File: config.mk
export PLATFORM = sky130hd
export DESIGN_NAME = motor_command_parser_pwm
export DESIGN_NICKNAME = d
export VERILOG_FILES = /design/src/hdl/mcp_pkg.sv /design/src/hdl/motor_command_parser_pwm.sv /design/src/hdl/mcp_front.sv /design/src/hdl/mcp_queue.sv /design/src/hdl/mcp_back.sv
export SDC_FILE = /design/constraint.sdc
export NUM_CORES = 2
export LEC_CHECK = 0
export BUFFER_PORTS_ARGS = -buffer_cell sky130_fd_sc_hd__buf_2
export CELL_PAD_IN_SITES_DETAIL_PLACEMENT = 1
export CELL_PAD_IN_SITES_GLOBAL_PLACEMENT = 1
export CORE_MARGIN = 2
export CORE_UTILIZATION = 40
export CTS_CLUSTER_SIZE = 25
export DETAILED_ROUTE_END_ITERATION = 10
export GPL_TIMING_DRIVEN = 0
export HOLD_SLACK_MARGIN = 0.12
export MAX_ROUTING_LAYER = met4
export PLACE_DENSITY_LB_ADDON = 0.25
export SLEW_MARGIN = 0
export SYNTH_ARGS = -nofsm -noshare
export SYNTH_HDL_FRONTEND = slang
export SYNTH_SLANG_ARGS = --single-unit
File: constraint.sdc
create_clock -name i_clk -period 19.64 [get_ports i_clk]
set_input_delay 1.964 -clock i_clk [delete_from_list [all_inputs] [get_ports i_clk]]
set_output_delay 1.964 -clock i_clk [all_outputs]
set_load 0.05 [all_outputs]
File: src/hdl/mcp_pkg.sv
`timescale 1ns / 1ps
// ----------------------------------------------------------------------------
// mcp_pkg
// Shared types and constants for the motor command parser and duty generator.
// ----------------------------------------------------------------------------
package mcp_pkg;

    localparam logic [7:0]         HEADER_BYTE = 8'hFF;
    localparam logic [7:0]         ID_MOTOR_A  = 8'hFA;
    localparam logic [7:0]         ID_MOTOR_B  = 8'hFB;

    localparam int                 CMD_W       = 15;
    localparam int                 MAG_W       = 14;
    localparam logic signed [15:0] CMD_LIMIT   = 16'sd10000;
    localparam int                 FULL_SCALE  = 10000;
    localparam int                 HALF_SCALE  = FULL_SCALE / 2;

    localparam int                 QUEUE_DEPTH = 4;
    localparam int                 QUEUE_PTR_W = $clog2(QUEUE_DEPTH);
    localparam int                 QUEUE_CNT_W = $clog2(QUEUE_DEPTH + 1);

    localparam int                 CFG_ADDR_W  = 3;
    localparam logic               REG_PWM_MAX = 1'b0;

    typedef struct packed {
        logic                    motor;
        logic signed [CMD_W-1:0] cmd;
        logic [MAG_W-1:0]        mag;
        logic                    neg;
    } t_frame;

endpackage

File: src/hdl/motor_command_parser_pwm.sv
`timescale 1ns / 1ps
// ----------------------------------------------------------------------------
// motor_command_parser_pwm
// Motor command frame parser with half-bridge duty generation and an
// APB-style register for the full-scale duty count.
// ----------------------------------------------------------------------------
// Throughput: one byte per cycle while the queue is not full (o_in_stall low);
//   the duty pipeline takes one frame per cycle unless i_out_stall holds it.
// Path: the byte that ends a frame is written to the queue, then passes the
//   scale multiply, reciprocal multiply and output registers.
// Reset: parser returns to header search, queue and pipeline empty,
//   pwm_max returns to 65535.
module motor_command_parser_pwm
    import mcp_pkg::*;
#(
    parameter int DUTY_BITS = 16
) (
    input  logic                    i_clk,
    input  logic                    i_rst_n,
    input  logic                    i_in_valid,
    output logic                    o_in_stall,
    input  logic [7:0]              i_rx_byte,
    output logic                    o_out_valid,
    input  logic                    i_out_stall,
    output logic                    o_motor_select,
    output logic signed [CMD_W-1:0] o_command_centi_percent,
    output logic [DUTY_BITS-1:0]    o_forward_duty,
    output logic [DUTY_BITS-1:0]    o_reverse_duty,
    input  logic                    psel,
    input  logic                    penable,
    input  logic                    pwrite,
    input  logic [CFG_ADDR_W-1:0]   paddr,
    input  logic [31:0]             pwdata,
    output logic [31:0]             prdata,
    output logic                    pready
);

    localparam logic [16:0] CAP_WIDE = (17'd1 << DUTY_BITS) - 17'd1;
    localparam logic [15:0] CAP      = CAP_WIDE[15:0];

    logic [15:0]          r_pwm_max;
    logic [DUTY_BITS-1:0] full;
    logic                 q_push, q_full, q_valid, q_pop;
    t_frame               push_frame, head_frame;

    assign pready = 1'b1;
    assign prdata = (paddr[2] == REG_PWM_MAX) ? {16'd0, r_pwm_max} : 32'd0;
    assign full   = (r_pwm_max < CAP) ? r_pwm_max[DUTY_BITS-1:0] : CAP[DUTY_BITS-1:0];

    always_ff @(posedge i_clk) begin
        if (!i_rst_n) begin
            r_pwm_max <= 16'hFFFF;
        end else if (psel && penable && pwrite && pready && (paddr[2] == REG_PWM_MAX)) begin
            r_pwm_max <= pwdata[15:0];
        end
    end

    mcp_front u_front (
        .i_clk      (i_clk),
        .i_rst_n    (i_rst_n),
        .i_in_valid (i_in_valid),
        .o_in_stall (o_in_stall),
        .i_rx_byte  (i_rx_byte),
        .i_q_full   (q_full),
        .o_push     (q_push),
        .o_frame    (push_frame)
    );

    mcp_queue u_queue (
        .i_clk   (i_clk),
        .i_rst_n (i_rst_n),
        .i_push  (q_push),
        .i_frame (push_frame),
        .o_full  (q_full),
        .i_pop   (q_pop),
        .o_valid (q_valid),
        .o_frame (head_frame)
    );

    mcp_back #(
        .DUTY_BITS (DUTY_BITS)
    ) u_back (
        .i_clk                   (i_clk),
        .i_rst_n                 (i_rst_n),
        .i_full                  (full),
        .i_q_valid               (q_valid),
        .i_frame                 (head_frame),
        .o_pop                   (q_pop),
        .o_out_valid             (o_out_valid),
        .i_out_stall             (i_out_stall),
        .o_motor_select          (o_motor_select),
        .o_command_centi_percent (o_command_centi_percent),
        .o_forward_duty          (o_forward_duty),
        .o_reverse_duty          (o_reverse_duty)
    );

endmodule

File: src/hdl/mcp_front.sv
`timescale 1ns / 1ps
// ----------------------------------------------------------------------------
// mcp_front
// Byte parser: finds header, motor id and command bytes, clamps the command
// and pushes one frame per complete command into the queue.
// ----------------------------------------------------------------------------
module mcp_front
    import mcp_pkg::*;
(
    input  logic       i_clk,
    input  logic       i_rst_n,
    input  logic       i_in_valid,
    output logic       o_in_stall,
    input  logic [7:0] i_rx_byte,
    input  logic       i_q_full,
    output logic       o_push,
    output t_frame     o_frame
);

    typedef enum logic [1:0] {
        PH_HEADER,
        PH_ID,
        PH_HIGH,
        PH_LOW
    } t_phase;

    t_phase             r_phase, n_phase;
    logic               r_motor, n_motor;
    logic [7:0]         r_high, n_high;
    logic               accept;
    logic signed [15:0] raw;
    logic signed [15:0] clamped;
    logic signed [15:0] neg_clamped;

    assign accept     = i_in_valid && !i_q_full;
    assign o_in_stall = i_q_full;

    always_comb begin
        n_phase = r_phase;
        n_motor = r_motor;
        n_high  = r_high;
        if (accept) begin
            case (r_phase)
                PH_HEADER: begin
                    if (i_rx_byte == HEADER_BYTE) begin
                        n_phase = PH_ID;
                    end
                end
                PH_ID: begin
                    if (i_rx_byte inside {ID_MOTOR_A, ID_MOTOR_B}) begin
                        n_motor = (i_rx_byte == ID_MOTOR_B);
                        n_phase = PH_HIGH;
                    end else if (i_rx_byte == HEADER_BYTE) begin
                        n_phase = PH_ID;
                    end else begin
                        n_phase = PH_HEADER;
                    end
                end
                PH_HIGH: begin
                    n_high  = i_rx_byte;
                    n_phase = PH_LOW;
                end
                PH_LOW: begin
                    n_phase = PH_HEADER;
                end
                default: begin
                    n_phase = PH_HEADER;
                end
            endcase
        end
    end

    always_comb begin
        raw = signed'({r_high, i_rx_byte});
        if (raw > CMD_LIMIT) begin
            clamped = CMD_LIMIT;
        end else if (raw < -CMD_LIMIT) begin
            clamped = -CMD_LIMIT;
        end else begin
            clamped = raw;
        end
        neg_clamped   = -clamped;
        o_frame.motor = r_motor;
        o_frame.cmd   = clamped[CMD_W-1:0];
        o_frame.neg   = clamped[15];
        o_frame.mag   = clamped[15] ? neg_clamped[MAG_W-1:0] : clamped[MAG_W-1:0];
        o_push        = accept && (r_phase == PH_LOW);
    end

    always_ff @(posedge i_clk) begin
        if (!i_rst_n) begin
            r_phase <= PH_HEADER;
            r_motor <= 1'b0;
            r_high  <= 8'd0;
        end else begin
            r_phase <= n_phase;
            r_motor <= n_motor;
            r_high  <= n_high;
        end
    end

endmodule

File: src/hdl/mcp_queue.sv
`timescale 1ns / 1ps
// ----------------------------------------------------------------------------
// mcp_queue
// Short frame queue between the parser and the duty pipeline.
// ----------------------------------------------------------------------------
module mcp_queue
    import mcp_pkg::*;
(
    input  logic   i_clk,
    input  logic   i_rst_n,
    input  logic   i_push,
    input  t_frame i_frame,
    output logic   o_full,
    input  logic   i_pop,
    output logic   o_valid,
    output t_frame o_frame
);

    t_frame                 r_mem [QUEUE_DEPTH];
    logic [QUEUE_PTR_W-1:0] r_wr;
    logic [QUEUE_PTR_W-1:0] r_rd;
    logic [QUEUE_CNT_W-1:0] r_count;
    logic                   do_push;
    logic                   do_pop;

    assign o_full  = (r_count == QUEUE_CNT_W'(QUEUE_DEPTH));
    assign o_valid = (r_count != '0);
    assign o_frame = r_mem[r_rd];
    assign do_push = i_push && !o_full;
    assign do_pop  = i_pop && o_valid;

    always_ff @(posedge i_clk) begin
        if (do_push) begin
            r_mem[r_wr] <= i_frame;
        end
    end

    always_ff @(posedge i_clk) begin
        if (!i_rst_n) begin
            r_wr    <= '0;
            r_rd    <= '0;
            r_count <= '0;
        end else begin
            if (do_push) begin
                r_wr <= r_wr + 1'b1;
            end
            if (do_pop) begin
                r_rd <= r_rd + 1'b1;
            end
            case ({do_push, do_pop})
                2'b10:   r_count <= r_count + 1'b1;
                2'b01:   r_count <= r_count - 1'b1;
                default: r_count <= r_count;
            endcase
        end
    end

endmodule

File: src/hdl/mcp_back.sv
`timescale 1ns / 1ps
// ----------------------------------------------------------------------------
// mcp_back
// Duty pipeline: scale the command magnitude by full scale, divide by the
// centi-percent span through a reciprocal multiply, and register the result.
// ----------------------------------------------------------------------------
module mcp_back
    import mcp_pkg::*;
#(
    parameter int DUTY_BITS = 16
) (
    input  logic                    i_clk,
    input  logic                    i_rst_n,
    input  logic [DUTY_BITS-1:0]    i_full,
    input  logic                    i_q_valid,
    input  t_frame                  i_frame,
    output logic                    o_pop,
    output logic                    o_out_valid,
    input  logic                    i_out_stall,
    output logic                    o_motor_select,
    output logic signed [CMD_W-1:0] o_command_centi_percent,
    output logic [DUTY_BITS-1:0]    o_forward_duty,
    output logic [DUTY_BITS-1:0]    o_reverse_duty
);

    localparam int          PROD_W   = MAG_W + DUTY_BITS;
    localparam int          RECIP_W  = PROD_W + 1;
    localparam int          RPROD_W  = PROD_W + RECIP_W;
    localparam int          SHIFT    = PROD_W + 14;
    localparam logic [63:0] RECIP_L  =
        ((64'd1 << SHIFT) + 64'(FULL_SCALE - 1)) / 64'(FULL_SCALE);
    localparam logic [RECIP_W-1:0] RECIP = RECIP_L[RECIP_W-1:0];

    logic               r_va;
    t_frame             r_fa;
    logic [PROD_W-1:0]  r_prod_a;
    logic               r_vb;
    t_frame             r_fb;
    logic [RPROD_W-1:0] r_prod_b;
    logic               r_vc;

    logic               ready_a, ready_b, ready_c;
    logic [PROD_W-1:0]  mag_ext, full_ext, rounded;
    logic [DUTY_BITS:0] quot;
    logic [DUTY_BITS:0] full_wide;
    logic [DUTY_BITS-1:0] duty;

    assign ready_c = !r_vc || !i_out_stall;
    assign ready_b = !r_vb || ready_c;
    assign ready_a = !r_va || ready_b;
    assign o_pop   = i_q_valid && ready_a;

    assign mag_ext   = PROD_W'(i_frame.mag);
    assign full_ext  = PROD_W'(i_full);
    assign rounded   = r_prod_a + PROD_W'(HALF_SCALE);
    assign quot      = r_prod_b[SHIFT +: DUTY_BITS + 1];
    assign full_wide = {1'b0, i_full};
    assign duty      = (quot > full_wide) ? i_full : quot[DUTY_BITS-1:0];

    assign o_out_valid = r_vc;

    always_ff @(posedge i_clk) begin
        if (!i_rst_n) begin
            r_va <= 1'b0;
            r_vb <= 1'b0;
            r_vc <= 1'b0;
        end else begin
            if (ready_a) begin
                r_va <= i_q_valid;
            end
            if (ready_b) begin
                r_vb <= r_va;
            end
            if (ready_c) begin
                r_vc <= r_vb;
            end
        end
    end

    always_ff @(posedge i_clk) begin
        if (ready_a) begin
            r_fa     <= i_frame;
            r_prod_a <= mag_ext * full_ext;
        end
        if (ready_b) begin
            r_fb     <= r_fa;
            r_prod_b <= RPROD_W'(rounded) * RPROD_W'(RECIP);
        end
        if (ready_c) begin
            o_motor_select          <= r_fb.motor;
            o_command_centi_percent <= r_fb.cmd;
            o_forward_duty          <= r_fb.neg ? '0 : duty;
            o_reverse_duty          <= r_fb.neg ? duty : '0;
        end
    end

`ifndef SYNTHESIS
    a_cmd_range : assert property (@(posedge i_clk) disable iff (!i_rst_n)
        o_out_valid |-> (o_command_centi_percent >= -15'sd10000)
                        && (o_command_centi_percent <= 15'sd10000))
        else $error("command outside clamp range");

    a_neg_fwd_zero : assert property (@(posedge i_clk) disable iff (!i_rst_n)
        (o_out_valid && o_command_centi_percent[CMD_W-1]) |-> (o_forward_duty == '0))
        else $error("forward duty set on negative command");

    a_pos_rev_zero : assert property (@(posedge i_clk) disable iff (!i_rst_n)
        (o_out_valid && !o_command_centi_percent[CMD_W-1]) |-> (o_reverse_duty == '0))
        else $error("reverse duty set on non-negative command");
`endif

endmodule

==> impl_results.md <==
* Hold depth at 0
* Buffers and inverters on the worst path at 5
* Hold Path Class: flop to flop
* Number of global-route vias before repair at 24.8k
* Largest stage delay, worst path at 1.00 ns
* CTS clk-pin slew, worst paths at 0.07 ns
* Post-synthesis sequential area ratio at 0.236
* Register bit total from synthesis at 288
* Mean Syn Cell Area at 11.1 um2
* Most frequent cell on the critical path: fa_1
* Minimum clock period at 10.12 ns
* Mapped Cells at 3142
* CTS H-Tree Depth at 1
* Post-CTS resize count at 0
* Stages on worst setup path at 28
* Tcrit/Tclk final at 0.515
* Initial antenna violation count at 0
* Peak Freq at 98.8 MHz
* CP arrival at 10.46 ns
* Die Y-Extent at 299 um
* First-pass GRT wire length at 149000 um
* CTS buffer count at 28
* All-Layer GR Usage at 0.229
* Largest cells by area after synthesis: fa_1 (33%), edfxtp_1 (21%), ha_1 (16%)
* CTS Buffer Depth at 3
* Drc violations at 0
* Largest net degree at the start of global routing at 40
* Post-synth cell types at 70
* Die width at 299 um
* Post-synth EDFFs at 249
* Slew Limit Fails at 0
* Root Buffer: clkbuf_16
* Unrepaired setup endpoints after global routing: no
* Outcome: finished, final reports clean
* Grt ovf at 0
* Worst clock skew at 0.0372 ns
* Core Region at 0.0866 mm2
* Final Net Count at 4362
* Synth warnings at 0
* Final setup vio count at 0
* Postcts setup bufs at 0
* Pre-antenna DRT Iters at 5
* Post-DR wirelength/cell at 21.6 um
* Post-Place Cells at 4406
* CP delay by family, top: adder cells
* Share of layout cells above drive strength 1 at 0.0657
* Post-synth ARST share at 0
* Worst-path fanout max at 7
* Setup CP Type: flop to flop
* Req. time, crit path at 19.97 ns
* Via count at 22.2k
* Synth-to-Final Area Change at 8.40%
* Synth top area share at 0.330
* Clk Latency, worst-skew pair at 0.60 ns
* DR iter-0 viols at 1131
* Setup TNS at 0 ns
* Die area at 0.0897 mm2
* Hold Vio Cnt, Final at 0
* Ys flop type: edfxtp_1
* Input/output buffers at 92
* Reg2Reg Depth at 28
* Cell taking the most area after synthesis: fa_1
* Vias/cell at 4.99
* Top-Level Pins at 133
* Slew margin rel. at 0.0933
* Startpoint types: flop
* Post-synthesis cell area at 0.0349 mm2
* Maxcap violations at 0
* Starting Density at 0.403
* Cts hold-fix bufs at 0
* DPL Wire Length at 83800 um
* Row count at 108
* Ant. Diodes at 0
* ANT nets after route at 0
* CTS sink count at 288
* CTS tree: done
* Hold_ws at 0.404 ns
* CP max-delay cell: xnor2_1
* Wirelength, routed at 96200 um
* Finished Layout Cells at 4457
* Final RePlAce weighted congestion at 0.911
* Slew at the pin closest to its max-slew limit at 1.36 ns
* Critical path endpoint category: flop
final timing paths:
check                                                  start                       endpoint  slack [ns]
worst max register to register  u_back.r_prod_a[4]$_DFFE_PN_  u_back.r_prod_b[59]$_DFFE_PP_        9.52
worst min register to register     u_back.r_fa[25]$_DFFE_PN_      u_back.r_fb[25]$_DFFE_PP_        0.40
worst min-delay path               u_back.r_fa[25]$_DFFE_PN_      u_back.r_fb[25]$_DFFE_PP_        0.40
worst max-delay path            u_back.r_prod_a[4]$_DFFE_PN_  u_back.r_prod_b[59]$_DFFE_PP_        9.52
metal layers:
| layer | vias to the layer above | track usage | wire length, um |
|---|---|---|---|
| met4 | 0 | 0.0667 | 3080 |
| met1 | 11454 | 0.296 | 41800 |
| li1 | 10190 | - | - |
| met2 | 472 | 0.379 | 46800 |
| met3 | 123 | 0.0272 | 4490 |
| met5 | - | - | 0 |
cells in the mapped netlist (7+ instances only):
master	count
a21boi_0	7
edfxtp_1	249
nand3_1	25
o211ai_1	25
mux4_2	30
o21a_1	14
a21oi_1	76
nand2b_1	7
or3_1	7
xnor2_1	54
fa_1	575
nand4_1	18
nand2_1	204
inv_1	783
a31oi_1	9
and2_1	105
and3_1	12
xor2_1	34
mux2i_1	25
nor2_1	90
nor3_1	23
dfxtp_1	39
buf_4	17
a211oi_1	8
a21o_1	38
o21ai_0	38
ha_1	455
clkbuf_1	58
or2_2	8
nor2b_1	36
area by class of cell:
cell class,instances,area (um2)
fillers,9530,48800
multi-input cells,2005,23400
flip-flops and latches,288,8260
inverters,783,2940
well taps,1155,1450
clock buffers,32,716
repair buffers,95,508
plain buffers,81,372
clock inverters,18,168
logic make-up after synthesis:
| kind of cell | Yosys count | share of synthesized area |
|---|---|---|
| fa+ha+maj | 1030 | 0.493 |
| buf+inv | 864 | 0.0948 |
| simple gates | 555 | 0.0777 |
| flops | 288 | 0.236 |
| compound gates | 260 | 0.0495 |
| xor+xnor | 88 | 0.0221 |
| mux | 55 | 0.0265 |
| other cells | 2 | 0.000215 |
through the flow:
step           setup WS, ns   util  cell area, um2
6_report               9.52  0.437           37900
5_1_grt                9.00  0.437           37900
4_1_cts                9.24  0.437           37800
3_5_place_dp           9.33  0.427           36900
3_3_place_gp           9.25  0.426           36900
2_1_floorplan         11.45      -           35000
state kept, by name, indices dropped and copies added, names as in the netlist, 2 cells and up, named ones only:
signal	cells
u_back.r_fa	17
u_back.r_prod_b	17
u_queue.r_rd	2
u_back.r_prod_a	30
u_front.r_high	8
u_back.o_command_centi_percent	15
u_queue.r_count	3
u_back.r_fb	17
u_back.o_forward_duty	16
u_queue.r_mem	120
u_queue.r_wr	2
r_pwm_max	16
u_back.o_reverse_duty	16
cells in the final DEF, fill, tap and decap left out, types with 23 or more instances in the layout:
cell type,synthesis,layout
nand2_1,204,202
xnor2_1,54,50
clkbuf_16,0,28
clkbuf_1,58,62
nand3_1,25,25
edfxtp_1,249,249
buf_2,3,95
mux4_2,30,30
mux2i_1,25,25
a21o_1,38,38
nor2_1,90,90
nor2b_1,36,36
nor3_1,23,23
and2_1,105,101
o21ai_0,38,38
o211ai_1,25,25
a21oi_1,76,76
dfxtp_1,39,39
fa_1,575,575
xor2_1,34,34
ha_1,455,455
inv_1,783,782
worst reg2reg max path: cells and delay by family, from the launching register on:
family	cells	cell delay (ns)
compound gates	6	1.81
xor+xnor	1	1.00
simple gates	6	1.14
fa+ha+maj	10	4.87
buf+inv	5	0.64
flops	1	0.41
Power is left out: the tool's default activity adds up to more than one toggle a clock period on the data nets, which glitch-free logic cannot reach.
